`src/design/cedr_pkg.sv`:
```
`timescale 1ns / 1ps
// ----------------------------------------------------------------------------
// Command echo response deframer package
// Shared types, codes and sizing constants for the deframer modules.
// ----------------------------------------------------------------------------
package cedr_pkg;

	// Sizing of the response framing.
	localparam int HEADER_LEN  = 4;
	localparam int CMD_BYTES   = 4;
	localparam int MAX_PAYLOAD = 256;
	localparam int ECHO_LEN    = HEADER_LEN + CMD_BYTES;
	localparam int MPOS_W      = $clog2(ECHO_LEN);
	localparam int LEN_W       = $clog2(MAX_PAYLOAD + 1);

	// Depth of the op queue and of the result queue.
	localparam int QUEUE_DEPTH = 4;
	localparam int QPTR_W      = $clog2(QUEUE_DEPTH);
	localparam int QCNT_W      = $clog2(QUEUE_DEPTH + 1);

	// Configuration register indexes.
	localparam int CFG_IDX_W = 2;
	localparam logic [CFG_IDX_W-1:0] REG_HEADER  = 2'd0;
	localparam logic [CFG_IDX_W-1:0] REG_TIMEOUT = 2'd1;
	localparam logic [15:0] TIMEOUT_RESET = 16'd150;

	typedef enum logic [1:0] {
		ACT_START = 2'd0,
		ACT_BYTE  = 2'd1,
		ACT_TICK  = 2'd2
	} action_t;

	typedef enum logic [1:0] {
		OP_START,
		OP_BYTE,
		OP_TICK
	} op_kind_t;

	typedef enum logic [1:0] {
		PH_IDLE,
		PH_HUNT,
		PH_LEN,
		PH_DATA
	} phase_t;

	typedef enum logic [1:0] {
		STATUS_OK       = 2'd0,
		STATUS_TIMEOUT  = 2'd1,
		STATUS_ZERO_LEN = 2'd2,
		STATUS_TOO_BIG  = 2'd3
	} status_t;

	typedef struct packed {
		op_kind_t    kind;
		logic [31:0] data;
	} op_t;

	typedef struct packed {
		logic [31:0] header;
		logic [15:0] timeout_limit;
	} cfg_t;

	typedef struct packed {
		logic        has_byte;
		logic [7:0]  payload_byte;
		logic [7:0]  payload_index;
		logic        last;
		status_t     status;
		logic [15:0] resp_length;
	} result_t;

endpackage

```
`src/design/cedr_front.sv`:
```
`timescale 1ns / 1ps
// ----------------------------------------------------------------------------
// Deframer front end
// Accepts input items, classifies the action and queues the resulting ops.
// ----------------------------------------------------------------------------
module cedr_front (
	input  logic              clk,
	input  logic              arst_n,
	input  logic              push,
	output logic              full,
	input  logic [1:0]        action,
	input  logic [7:0]        cmd_type,
	input  logic [7:0]        cmd_arg1,
	input  logic [15:0]       cmd_arg2,
	input  logic [7:0]        rx_byte,
	output logic              op_valid,
	output cedr_pkg::op_t     op,
	input  logic              op_pop
);
	import cedr_pkg::*;

	op_t              queue_q [QUEUE_DEPTH];
	logic [QPTR_W-1:0] wr_ptr_q;
	logic [QPTR_W-1:0] rd_ptr_q;
	logic [QCNT_W-1:0] count_q;
	op_t              op_in;
	logic             keep;
	logic             wr_en;
	logic             rd_en;

	// Unused action codes are taken and dropped here.
	always_comb begin
		op_in = '{kind: OP_BYTE, data: {24'd0, rx_byte}};
		keep  = 1'b1;
		unique case (action_t'(action))
			ACT_START: op_in = '{kind: OP_START, data: {cmd_type, cmd_arg1, cmd_arg2}};
			ACT_BYTE:  op_in = '{kind: OP_BYTE, data: {24'd0, rx_byte}};
			ACT_TICK:  op_in = '{kind: OP_TICK, data: 32'd0};
			default:   keep  = 1'b0;
		endcase
	end

	assign full     = (count_q == QCNT_W'(QUEUE_DEPTH));
	assign op_valid = (count_q != '0);
	assign op       = queue_q[rd_ptr_q];
	assign wr_en    = push && !full && keep;
	assign rd_en    = op_pop && op_valid;

	always_ff @(posedge clk or negedge arst_n) begin
		if (!arst_n) begin
			wr_ptr_q <= '0;
			rd_ptr_q <= '0;
			count_q  <= '0;
		end else begin
			if (wr_en) begin
				wr_ptr_q <= wr_ptr_q + 1'b1;
			end
			if (rd_en) begin
				rd_ptr_q <= rd_ptr_q + 1'b1;
			end
			if (wr_en && !rd_en) begin
				count_q <= count_q + 1'b1;
			end else if (rd_en && !wr_en) begin
				count_q <= count_q - 1'b1;
			end
		end
	end

	always_ff @(posedge clk) begin
		if (wr_en) begin
			queue_q[wr_ptr_q] <= op_in;
		end
	end

endmodule

```
`src/design/cedr_engine.sv`:
```
`timescale 1ns / 1ps
// ----------------------------------------------------------------------------
// Deframer engine
// Runs the hunt, length and payload phases, one op per cycle while the result queue has room.
// ----------------------------------------------------------------------------
module cedr_engine (
	input  logic              clk,
	input  logic              arst_n,
	input  cedr_pkg::cfg_t    cfg,
	input  logic              op_valid,
	input  cedr_pkg::op_t     op,
	output logic              op_pop,
	input  logic              res_full,
	output logic              res_push,
	output cedr_pkg::result_t res
);
	import cedr_pkg::*;

	function automatic logic [7:0] echo_byte(input logic [MPOS_W-1:0] pos,
		input logic [31:0] hdr, input logic [31:0] cmd);
		logic [1:0] slot;
		logic [7:0] b;
		if (32'(pos) < HEADER_LEN) begin
			slot = 2'(pos);
			b    = hdr[8 * (3 - slot) +: 8];
		end else begin
			slot = 2'(32'(pos) - HEADER_LEN);
			b    = cmd[8 * (3 - slot) +: 8];
		end
		return b;
	endfunction

	phase_t            phase_q, phase_d;
	logic [MPOS_W-1:0] match_pos_q, match_pos_d;
	logic [31:0]       cmd_q, cmd_d;
	logic [7:0]        length_high_q, length_high_d;
	logic [LEN_W-1:0]  expected_q, expected_d;
	logic [LEN_W-1:0]  byte_index_q, byte_index_d;
	logic [15:0]       tick_q, tick_d;

	logic [7:0]        rx;
	logic              echo_hit;
	logic              first_hit;
	logic [MPOS_W:0]   match_next;
	logic              echo_done;
	logic              len_second;
	logic [15:0]       len_full;
	logic              len_zero;
	logic              len_big;
	logic [LEN_W-1:0]  idx_next;
	logic              data_done;
	logic [15:0]       tick_next;
	logic              tick_expired;

	assign op_pop       = op_valid && !res_full;
	assign rx           = op.data[7:0];
	assign echo_hit     = (rx == echo_byte(match_pos_q, cfg.header, cmd_q));
	assign first_hit    = (rx == echo_byte('0, cfg.header, cmd_q));
	assign match_next   = {1'b0, match_pos_q} + 1'b1;
	assign echo_done    = (match_next == (MPOS_W + 1)'(ECHO_LEN));
	assign len_second   = match_pos_q[0];
	assign len_full     = {length_high_q, rx};
	assign len_zero     = (len_full == 16'd0);
	assign len_big      = (32'(len_full) > MAX_PAYLOAD);
	assign idx_next     = byte_index_q + 1'b1;
	assign data_done    = (idx_next >= expected_q);
	assign tick_next    = tick_q + 16'd1;
	assign tick_expired = (tick_next >= cfg.timeout_limit);

	// Next phase.
	always_comb begin
		phase_d = phase_q;
		if (op_pop) begin
			unique case (op.kind)
				OP_START: phase_d = PH_HUNT;
				OP_TICK: begin
					if (phase_q != PH_IDLE && tick_expired) begin
						phase_d = PH_IDLE;
					end
				end
				OP_BYTE: begin
					unique case (phase_q)
						PH_HUNT: begin
							if (echo_hit && echo_done) begin
								phase_d = PH_LEN;
							end
						end
						PH_LEN: begin
							if (len_second) begin
								phase_d = (len_zero || len_big) ? PH_IDLE : PH_DATA;
							end
						end
						PH_DATA: begin
							if (data_done) begin
								phase_d = PH_IDLE;
							end
						end
						default: phase_d = phase_q;
					endcase
				end
				default: phase_d = phase_q;
			endcase
		end
	end

	// Datapath registers and result.
	always_comb begin
		match_pos_d   = match_pos_q;
		cmd_d         = cmd_q;
		length_high_d = length_high_q;
		expected_d    = expected_q;
		byte_index_d  = byte_index_q;
		tick_d        = tick_q;
		res_push      = 1'b0;
		res           = '0;
		if (op_pop) begin
			case (op.kind)
				OP_START: begin
					cmd_d         = op.data;
					match_pos_d   = '0;
					length_high_d = '0;
					expected_d    = '0;
					byte_index_d  = '0;
					tick_d        = '0;
				end
				OP_TICK: begin
					if (phase_q != PH_IDLE) begin
						tick_d = tick_next;
						if (tick_expired) begin
							res_push   = 1'b1;
							res.last   = 1'b1;
							res.status = STATUS_TIMEOUT;
						end
					end
				end
				OP_BYTE: begin
					case (phase_q)
						PH_HUNT: begin
							if (echo_hit) begin
								match_pos_d = echo_done ? '0 : MPOS_W'(match_next);
							end else if (first_hit) begin
								match_pos_d = MPOS_W'(1);
							end else begin
								match_pos_d = '0;
							end
						end
						PH_LEN: begin
							if (!len_second) begin
								length_high_d = rx;
								match_pos_d   = MPOS_W'(1);
							end else begin
								match_pos_d = '0;
								expected_d  = LEN_W'(len_full);
								if (len_zero) begin
									res_push   = 1'b1;
									res.last   = 1'b1;
									res.status = STATUS_ZERO_LEN;
								end else if (len_big) begin
									res_push        = 1'b1;
									res.last        = 1'b1;
									res.status      = STATUS_TOO_BIG;
									res.resp_length = len_full;
								end else begin
									byte_index_d = '0;
								end
							end
						end
						PH_DATA: begin
							byte_index_d      = idx_next;
							res_push          = 1'b1;
							res.has_byte      = 1'b1;
							res.payload_byte  = rx;
							res.payload_index = 8'(byte_index_q);
							res.status        = STATUS_OK;
							if (data_done) begin
								res.last        = 1'b1;
								res.resp_length = 16'(expected_q);
							end
						end
						default: begin
						end
					endcase
				end
				default: begin
				end
			endcase
		end
	end

	always_ff @(posedge clk or negedge arst_n) begin
		if (!arst_n) begin
			phase_q       <= PH_IDLE;
			match_pos_q   <= '0;
			cmd_q         <= '0;
			length_high_q <= '0;
			expected_q    <= '0;
			byte_index_q  <= '0;
			tick_q        <= '0;
		end else begin
			phase_q       <= phase_d;
			match_pos_q   <= match_pos_d;
			cmd_q         <= cmd_d;
			length_high_q <= length_high_d;
			expected_q    <= expected_d;
			byte_index_q  <= byte_index_d;
			tick_q        <= tick_d;
		end
	end

endmodule

```
`src/design/cedr_result_queue.sv`:
```
`timescale 1ns / 1ps
// ----------------------------------------------------------------------------
// Deframer result queue
// Holds finished results until the consumer pops them.
// ----------------------------------------------------------------------------
module cedr_result_queue (
	input  logic              clk,
	input  logic              arst_n,
	input  logic              res_push,
	input  cedr_pkg::result_t res,
	output logic              res_full,
	output logic              empty,
	input  logic              pop,
	output cedr_pkg::result_t head
);
	import cedr_pkg::*;

	result_t           queue_q [QUEUE_DEPTH];
	logic [QPTR_W-1:0] wr_ptr_q;
	logic [QPTR_W-1:0] rd_ptr_q;
	logic [QCNT_W-1:0] count_q;
	logic              wr_en;
	logic              rd_en;

	assign res_full = (count_q == QCNT_W'(QUEUE_DEPTH));
	assign empty    = (count_q == '0);
	assign head     = queue_q[rd_ptr_q];
	assign wr_en    = res_push && !res_full;
	assign rd_en    = pop && !empty;

	always_ff @(posedge clk or negedge arst_n) begin
		if (!arst_n) begin
			wr_ptr_q <= '0;
			rd_ptr_q <= '0;
			count_q  <= '0;
		end else begin
			if (wr_en) begin
				wr_ptr_q <= wr_ptr_q + 1'b1;
			end
			if (rd_en) begin
				rd_ptr_q <= rd_ptr_q + 1'b1;
			end
			if (wr_en && !rd_en) begin
				count_q <= count_q + 1'b1;
			end else if (rd_en && !wr_en) begin
				count_q <= count_q - 1'b1;
			end
		end
	end

	always_ff @(posedge clk) begin
		if (wr_en) begin
			queue_q[wr_ptr_q] <= res;
		end
	end

endmodule

```
`src/design/command_echo_response_deframer_unit.sv`:
```
`timescale 1ns / 1ps
// ----------------------------------------------------------------------------
// Command echo response deframer unit
// An accepted item is registered in the op queue; the engine reads the op at
// the head of the op queue and writes the result into the result queue in
// the same cycle, as long as that queue has room. The result ports show the
// head of the result queue.
// Throughput: one item per cycle; the engine retires one op each cycle as
// long as the result queue has room.
// Reset: arst_n clears both queues, the engine state and the registers
// (header 0, timeout limit 150); no clearing pass is needed.
// ----------------------------------------------------------------------------
module command_echo_response_deframer_unit (
	input  logic                            clk,
	input  logic                            arst_n,
	// Input item channel.
	input  logic                            push,
	output logic                            full,
	input  logic [1:0]                      action,
	input  logic [7:0]                      cmd_type,
	input  logic [7:0]                      cmd_arg1,
	input  logic [15:0]                     cmd_arg2,
	input  logic [7:0]                      rx_byte,
	// Result item channel.
	output logic                            empty,
	input  logic                            pop,
	output logic                            has_byte,
	output logic [7:0]                      payload_byte,
	output logic [7:0]                      payload_index,
	output logic                            last,
	output logic [1:0]                      status,
	output logic [15:0]                     resp_length,
	// Configuration write channel.
	input  logic                            cfg_valid,
	output logic                            cfg_ready,
	input  logic [cedr_pkg::CFG_IDX_W-1:0]  cfg_index,
	input  logic [31:0]                     cfg_data
);
	import cedr_pkg::*;

	logic [31:0] header_q;
	logic [15:0] timeout_limit_q;
	cfg_t        cfg;
	logic        op_valid;
	op_t         op;
	logic        op_pop;
	logic        res_push;
	logic        res_full;
	result_t     res;
	result_t     head;

	// Registers are always ready to take a write. Writes to an index that
	// names no register are accepted and dropped.
	assign cfg_ready = 1'b1;

	always_ff @(posedge clk or negedge arst_n) begin
		if (!arst_n) begin
			header_q        <= '0;
			timeout_limit_q <= TIMEOUT_RESET;
		end else if (cfg_valid) begin
			unique case (cfg_index)
				REG_HEADER:  header_q        <= cfg_data;
				REG_TIMEOUT: timeout_limit_q <= cfg_data[15:0];
				default: begin
				end
			endcase
		end
	end

	assign cfg = '{header: header_q, timeout_limit: timeout_limit_q};

	// The front end classifies each item and parks it in the op queue, so
	// input acceptance only stalls when that queue fills up.
	cedr_front u_front (
		.clk      (clk),
		.arst_n   (arst_n),
		.push     (push),
		.full     (full),
		.action   (action),
		.cmd_type (cmd_type),
		.cmd_arg1 (cmd_arg1),
		.cmd_arg2 (cmd_arg2),
		.rx_byte  (rx_byte),
		.op_valid (op_valid),
		.op       (op),
		.op_pop   (op_pop)
	);

	// The engine holds the transaction state and emits at most one result
	// for each op it retires.
	cedr_engine u_engine (
		.clk      (clk),
		.arst_n   (arst_n),
		.cfg      (cfg),
		.op_valid (op_valid),
		.op       (op),
		.op_pop   (op_pop),
		.res_full (res_full),
		.res_push (res_push),
		.res      (res)
	);

	// Results wait here for the consumer, decoupling the engine from pop.
	cedr_result_queue u_result_queue (
		.clk      (clk),
		.arst_n   (arst_n),
		.res_push (res_push),
		.res      (res),
		.res_full (res_full),
		.empty    (empty),
		.pop      (pop),
		.head     (head)
	);

	assign has_byte      = head.has_byte;
	assign payload_byte  = head.payload_byte;
	assign payload_index = head.payload_index;
	assign last          = head.last;
	assign status        = head.status;
	assign resp_length   = head.resp_length;

endmodule

```
`config.mk`:
```
export PLATFORM = sky130hd
export DESIGN_NAME = command_echo_response_deframer_unit
export DESIGN_NICKNAME = d
export VERILOG_FILES = /design/src/design/cedr_pkg.sv /design/src/design/cedr_front.sv /design/src/design/cedr_engine.sv /design/src/design/cedr_result_queue.sv /design/src/design/command_echo_response_deframer_unit.sv
export SDC_FILE = /design/constraint.sdc
export NUM_CORES = 1
export LEC_CHECK = 0
export CAP_MARGIN = 20
export CORE_MARGIN = 3
export CORE_UTILIZATION = 40
export CTS_CLUSTER_DIAMETER = 30
export DETAILED_ROUTE_END_ITERATION = 6
export DONT_BUFFER_PORTS = 1
export PLACE_DENSITY = 0.51
export SETUP_SLACK_MARGIN = 0.02
export SYNTH_ARGS = -nofsm -noshare
export SYNTH_HDL_FRONTEND = slang
export SYNTH_SLANG_ARGS = --single-unit
export TNS_END_PERCENT = 20
```
`constraint.sdc`:
```
create_clock -name clk -period 9.2 [get_ports clk]
set_input_delay 1.84 -clock clk [delete_from_list [all_inputs] [get_ports clk]]
set_output_delay 1.84 -clock clk [all_outputs]
set_load 0.01 [all_outputs]
```
==> impl_metrics.toml, run 1 <==
[status]
status = "finished clean"

[routing]
drt-initial-drc-count = 609
dr.pass1.iters = 4
wl_um = 41780
wire_per_inst_um = 22.26
route.detailed.drc = 0
final_antenna_net_count = 0
vias_per_cell = 5.271
vias = 9893

[global_route]
grt_first_pass_wirelength_um = 64660
grtUsageTotal_pct = 17.92
antenna_found_initial = 5
grt_max_degree = 142
grt_pass1_vias = 10630
grt_overflow = 0

[floorplan]
die_h_um = 219.9
boundaryPins = 120
dieWidth_um = 219.9
die_area_mm2 = 0.04835
rows = 77
start_util_pct = 40.93
core_mm2 = 0.04470

[place]
place_hpwl_um = 26810
postPlaceCellArea_mm2 = 0.01899
pre_cts_ws_ns = 4.735
gp_congestion = 0.8041
io_buffers = 0
dp_cells = 1698

[worst_setup_path]
rr_startpoint = "u_engine.tick_q[0]"
r2r_slack_ns = 4.78
crit_path_start = "u_engine.tick_q[0]"
endpoint_kind = "register"
cp.required_ns = 9.73
cpPeakStageDelay_ns = 0.42
crit_chain = "nand3_1 -> nor3_1 -> and3_1 -> nand3_1 -> nor2_1 -> xor2_1 -> ha_1 -> nand3_1 -> a2111oi_0 -> a221o_1 -> nand2_1 -> a21oi_4 -> ha_1 -> inv_1 -> fa_1 -> xor2_1 -> nor2_1 -> xor2_1"
crit_type = "reg2reg"
path_max_fanout = 7
start_kind = "register"
rr_endpoint = "u_result_queue.count_q[2]"
critical_path_arrival_ns = 4.96
crit_end = "u_result_queue.count_q[2]"
crit_slowest_cell = "dfrtp_1"
reg2reg_depth = 18

[clock_tree]
ctsHtreeMaxLevel = 3
clockBufferDepth = 3
insertion_delay_ns = 0.62
post_cts_resized = 0
cts_tree = "built"
cts-hold-fix-buffers = 0
cts.sinks = 421
cts_setup_buffers = 0
cts_root_buf = "clkbuf_16"
path_clk_slew_ns = 0.05
numCtsBuffers = 96

[power_and_ir_drop]
total_power_mw = 7.574
combPwrFrac_pct = 20.9
internal_power_mw = 5.396
clock_power_share_pct = 45.2
power.density_mw_per_mm2 = 339.5
swShare_pct = 28.75
seq_power_share_pct = 33.9
ir_worst_vdd_v = 0.0002518
p_sw_mw = 2.178
p_leak_nw = 8.301

[synth]
synth_flop_cell = "edfxtp_1"
synth-seq-cells = 421
ys_types = 60
synth_fp_nets = 1265
synth_area_mm2 = 0.01830
ys.warnings.count = 0
synth.avg_cell_area_um2 = 16.11
yosysTopAreaCell = "edfxtp_1"
synth_top_area_share_pct = 45.95
synth_cells = 1136
synth-seq-area-share_pct = 65.26
synth-edff-count = 280
async_flop_share_pct = 33.49
synth.area.top_cells = "edfxtp_1 (46%), dfrtp_1 (19%), mux4_2 (11%)"

[finish]
drive_above_1_share_pct = 27.96
nets = 1333
final_cell_area_mm2 = 0.02231
layout.cells.non_filler = 1877
fill_cells = 3801
syn_to_final_growth_pct = 21.93
fin_util_pct = 49.91

[timing]
clock_skew_ns = 0.01964
rsz0062_at_grt = "false"
setup-violations-final = 0
final.setup.tns_ns = 0
fmax_ghz = 0.2260
fin_crit_ns = 4.425
hold_viol_final = 0
timing.final.crit_share_pct = 48.10
slew_violations = 0
finalWorstSetupSlack_ns = 4.775
timing.hold.ws_ns = 0.4845
slew-limit-headroom_pct = 36.36
tightest_slew_ns = 0.9446

[hold_path]
hold_path.class = "reg2reg"

[job]
cap_violations = 0
cell families after synthesis:
family	count (synthesis)	synth area share, %
AO/OA/AOI/OAI	117	4.294
XOR/XNOR	46	2.202
adder cells (fa/ha/maj)	48	3.364
buffers and inverters	89	1.935
flip-flops	421	65.26
multiplexers	180	16.31
other	1	0.02049
AND/OR/NAND/NOR	234	6.612
critical path, delay by kind of cell (launching register included):
family                     cells  cell delay, ns
xor gates and xnor gates       3            0.43
AOI/OAI and AO/OA              3            0.95
buffers and inverters          1            0.06
DFF                            1            0.42
and+or+nand+nor                8            1.58
adders and majority gates      3            0.91
flip-flops by register name, summed over array words and instances, names as in the netlist, 8 cells and up:
register	flops
u_front.queue_q	136
header_q	32
u_engine.byte_index_q	9
u_engine.expected_q	9
u_engine.cmd_q	32
timeout_limit_q	16
u_engine.tick_q	16
u_result_queue.queue_q	144
u_engine.length_high_q	8
worst min-delay path by stage:
stage                                      endpoint                       from  depth (start not counted)  slack (ns)
after floorplan           u_engine.length_high_q[6]  u_engine.length_high_q[6]                          2        0.45
after global placement           u_front.count_q[2]         u_front.count_q[2]                          1        0.47
after detailed placement         u_front.count_q[2]         u_front.count_q[2]                          1        0.48
after CTS                        u_front.count_q[2]         u_front.count_q[2]                          1        0.48
after global routing             u_front.count_q[2]         u_front.count_q[2]                          1        0.50
final                            u_front.count_q[2]         u_front.count_q[2]                          1        0.48
metal layers:
metal / wire [um] / global-route usage [%]
met1: 18680 / 24.92
met2: 19680 / 27.69
met3: 2390 / 4.068
met4: 982 / 6.675
met5: 56 / 0
cell usage after synthesis (18+ instances only):
cell type and n:
mux2_2 83, edfxtp_1 280, clkbuf_1 32, inv_1 39, ha_1 46, nand2_1 76, xnor2_1 31, nand3_1 18
nand2b_1 18, o21ai_0 46, and2_1 49, nor2_1 26, dfrtp_1 137, mux4_2 86
power groups by stage:
stage / clock [mW] / sequential (mW) / combinational [mW]
CTS: 3.49 / 2.58 / 1.61
floorplan: 0 / 2.44 / 1.29
detailed placement: 0 / 2.61 / 1.61
global route: 3.60 / 2.61 / 1.74
finish: 3.42 / 2.57 / 1.58
global placement: 0 / 2.60 / 1.60
cell usage in the layout (no fill, tap or decap), types with 3 or more instances in the layout:
cell type	count
edfxtp_1	280
bufinv_16	14
a21oi_1	15
nand2b_1	18
a22o_1	10
and2_1	49
clkinv_1	11
mux4_2	86
inv_1	39
mux2i_1	9
nand4_1	4
dfrtp_1	135
clkinv_2	14
clkbuf_8	5
buf_4	20
xor2_1	15
nand2_1	76
nor4_1	3
mux2_2	83
a21o_1	11
clkbuf_1	13
ha_1	46
clkinvlp_4	8
nor2b_1	5
clkinv_4	8
clkbuf_16	97
nand3_1	18
xnor2_1	31
nor3_1	4
a22oi_1	9
and3_1	15
nor2_1	26
inv_6	5
nand3b_1	3
a32o_1	4
dfstp_2	4
o21ai_0	46
cell type report:
type                            count  area [um^2]  area share, %
Sequential cell                   421        11950          53.55
Tap cell                          592        740.7          3.320
Multi-Input combinational cell    626         6007          26.93
Antenna cell                        1        2.502        0.01122
Clock inverter                     63        772.0          3.460
Timing Repair Buffer               20        150.1         0.6730
Inverter                           39        146.4         0.6562
Clock buffer                      115         2545          11.41
(Power assumes the default switching activity.)
==> inputs of run 2 (changes only) <==
==> constraint.sdc (replaced) <==
create_clock -name clk -period 4.2 [get_ports clk]
set_input_delay 0.84 -clock clk [delete_from_list [all_inputs] [get_ports clk]]
set_output_delay 0.84 -clock clk [all_outputs]
set_load 0.01 [all_outputs]
==> run 2 against run 1 <==
Clock power is 120% higher. Clock skew is 0.0012 ns lower. Hold slack got worse by 0.40 ns. Sequential share of layout area down 0.92 points. Global-route usage fell by 0.58 points. Fmax increased by 14%. Count of clock-buffer cells in the layout down 1. Final cell count rose by 1.6%. Total power rose by 120%. Setup slack worse by 4.5 ns. Critical endpoint unchanged. Final area rose by 1.8%. Critical path depth is 2 higher.
==> impl_metrics.toml, run 2 (same netlist as run 1, synthesis figures left out) <==
[power_and_ir_drop]
combPwrFrac_pct = 21.7
p_leak_nw = 8.486
seq_power_share_pct = 33.1
ir_worst_vdd_v = 0.0003625
total_power_mw = 16.83
p_sw_mw = 4.764
clock_power_share_pct = 45.2
internal_power_mw = 12.07
power.density_mw_per_mm2 = 741.4
swShare_pct = 28.30

[timing]
slew-limit-headroom_pct = 24.95
final.setup.tns_ns = 0
slew_violations = 0
timing.final.crit_share_pct = 92.82
rsz0062_at_grt = "false"
finalWorstSetupSlack_ns = 0.3015
timing.hold.ws_ns = 0.08288
setup-violations-final = 0
clock_skew_ns = 0.01844
fin_crit_ns = 3.898
hold_viol_final = 0
fmax_ghz = 0.2565
tightest_slew_ns = 1.126

[finish]
top_regs = "u_result_queue.queue_q x144, u_front.queue_q x136"
regMostFlops = "u_result_queue.queue_q"
layout.cells.non_filler = 1907
fill_cells = 3802
largest_register_ffs = 144
final_common_cell = "edfxtp_1"
syn_to_final_growth_pct = 24.08
drive_above_1_share_pct = 30.54
nets = 1359
final_cell_area_mm2 = 0.02270
fin_util_pct = 50.79
final_cell_mix = "edfxtp_1 (280), dfrtp_1 (132), clkbuf_16 (97), mux4_2 (86), mux2_2 (83)"

[routing]
route.detailed.drc = 0
dr.pass1.iters = 5
drt-initial-drc-count = 562
wire_per_inst_um = 21.17
final_antenna_net_count = 0
vias_per_cell = 5.179
vias = 9877
wl_um = 40370

[place]
pre_cts_ws_ns = 0.05932
dp_cells = 1719
io_buffers = 0
place_hpwl_um = 26100
postPlaceCellArea_mm2 = 0.01920
gp_congestion = 0.7820

[worst_setup_path]
reg2reg_depth = 20
crit_end = "u_result_queue.count_q[2]"
cp.required_ns = 4.73
start_kind = "register"
endpoint_kind = "register"
rr_startpoint = "u_engine.tick_q[0]"
critical_path_arrival_ns = 4.42
r2r_slack_ns = 0.30
crit_path_start = "u_engine.tick_q[0]"
rr_endpoint = "u_result_queue.count_q[2]"
crit_type = "reg2reg"
path_max_fanout = 5

[clock_tree]
cts_tree = "built"
path_clk_slew_ns = 0.05
cts.sinks = 421
clockBufferDepth = 3
ctsHtreeMaxLevel = 3
cts_root_buf = "clkbuf_16"
insertion_delay_ns = 0.61
numCtsBuffers = 95

[floorplan]
start_util_pct = 40.93
core_mm2 = 0.04470
rows = 77
die_area_mm2 = 0.04835
dieWidth_um = 219.9
die_h_um = 219.9
boundaryPins = 120

[global_route]
antenna_found_initial = 7
grt_first_pass_wirelength_um = 63260
grt_overflow = 0
grt_max_degree = 138
grtUsageTotal_pct = 17.34
grt_pass1_vias = 10560

[job]
cap_violations = 0

[status]
status = "finished clean"

[hold_path]
hold_path.class = "in2async"
## run 2: final cells by class
type	instances	area, um^2	share of cell area (%)
sequential	421	11950	52.63
multi-input combinational	626	6070	26.73
clock buffer	114	2521	11.11
clock inverter	66	849.6	3.742
tap	592	740.7	3.263
timing repair buffer	47	422.9	1.863
inverter	39	146.4	0.6448
antenna	2	5.005	0.02204
## run 2: critical path, stage by stage, from the launching register on
cell and delay [ns]:
dfrtp_2 0.44, ha_4 0.18, nand3_2 0.09, nor2_4 0.05
and3_1 0.19, and3_4 0.19, buf_4 0.14, xor2_1 0.15
ha_1 0.30, nand4_1 0.11, o221a_2 0.31, o21ai_1 0.12
a221o_1 0.23, nand2_2 0.11, a21oi_4 0.19, ha_4 0.16
inv_1 0.05, fa_1 0.37, xor2_1 0.17, nor2_1 0.14
xor2_1 0.15
## run 2: worst min path at each step
stage / start / end / slack (ns) / cells after the start
floorplan: u_engine.length_high_q[6] / u_engine.length_high_q[6] / 0.45 / 2
global placement: u_engine.cmd_q[5] / u_engine.cmd_q[5] / 0.48 / 1
detailed placement: u_engine.length_high_q[5] / u_engine.length_high_q[5] / 0.48 / 2
CTS: arst_n / timeout_limit_q[2] / 0.04 / 0
global route: arst_n / timeout_limit_q[7] / 0.04 / 0
finish: arst_n / timeout_limit_q[7] / 0.08 / 0
## run 2: power groups by stage
stage                     sequential, mW  clock, mW  combinational [mW]
after floorplan                     5.35          0                2.82
after global placement              5.64          0                3.63
after detailed placement            5.65          0                3.65
after CTS                           5.58       7.76                3.70
after global routing                5.65       8.03                4.01
final                               5.57       7.61                3.65
## run 2: per-layer routing
layer  GRT usage, %  up-vias  wire length, um
li1               -     4555                -
met1          23.12     5006            17940
met2          27.29      219            19130
met3          4.895       85             2245
met4          6.353       12              964
met5              0        -               91
## run 2: timing repair
item	in CTS	in global routing
resized for setup	0	18
setup buffers	0	3
endpoints found under the setup margin	0	146
hold buffers	1	0
endpoints found under the hold margin	137	0
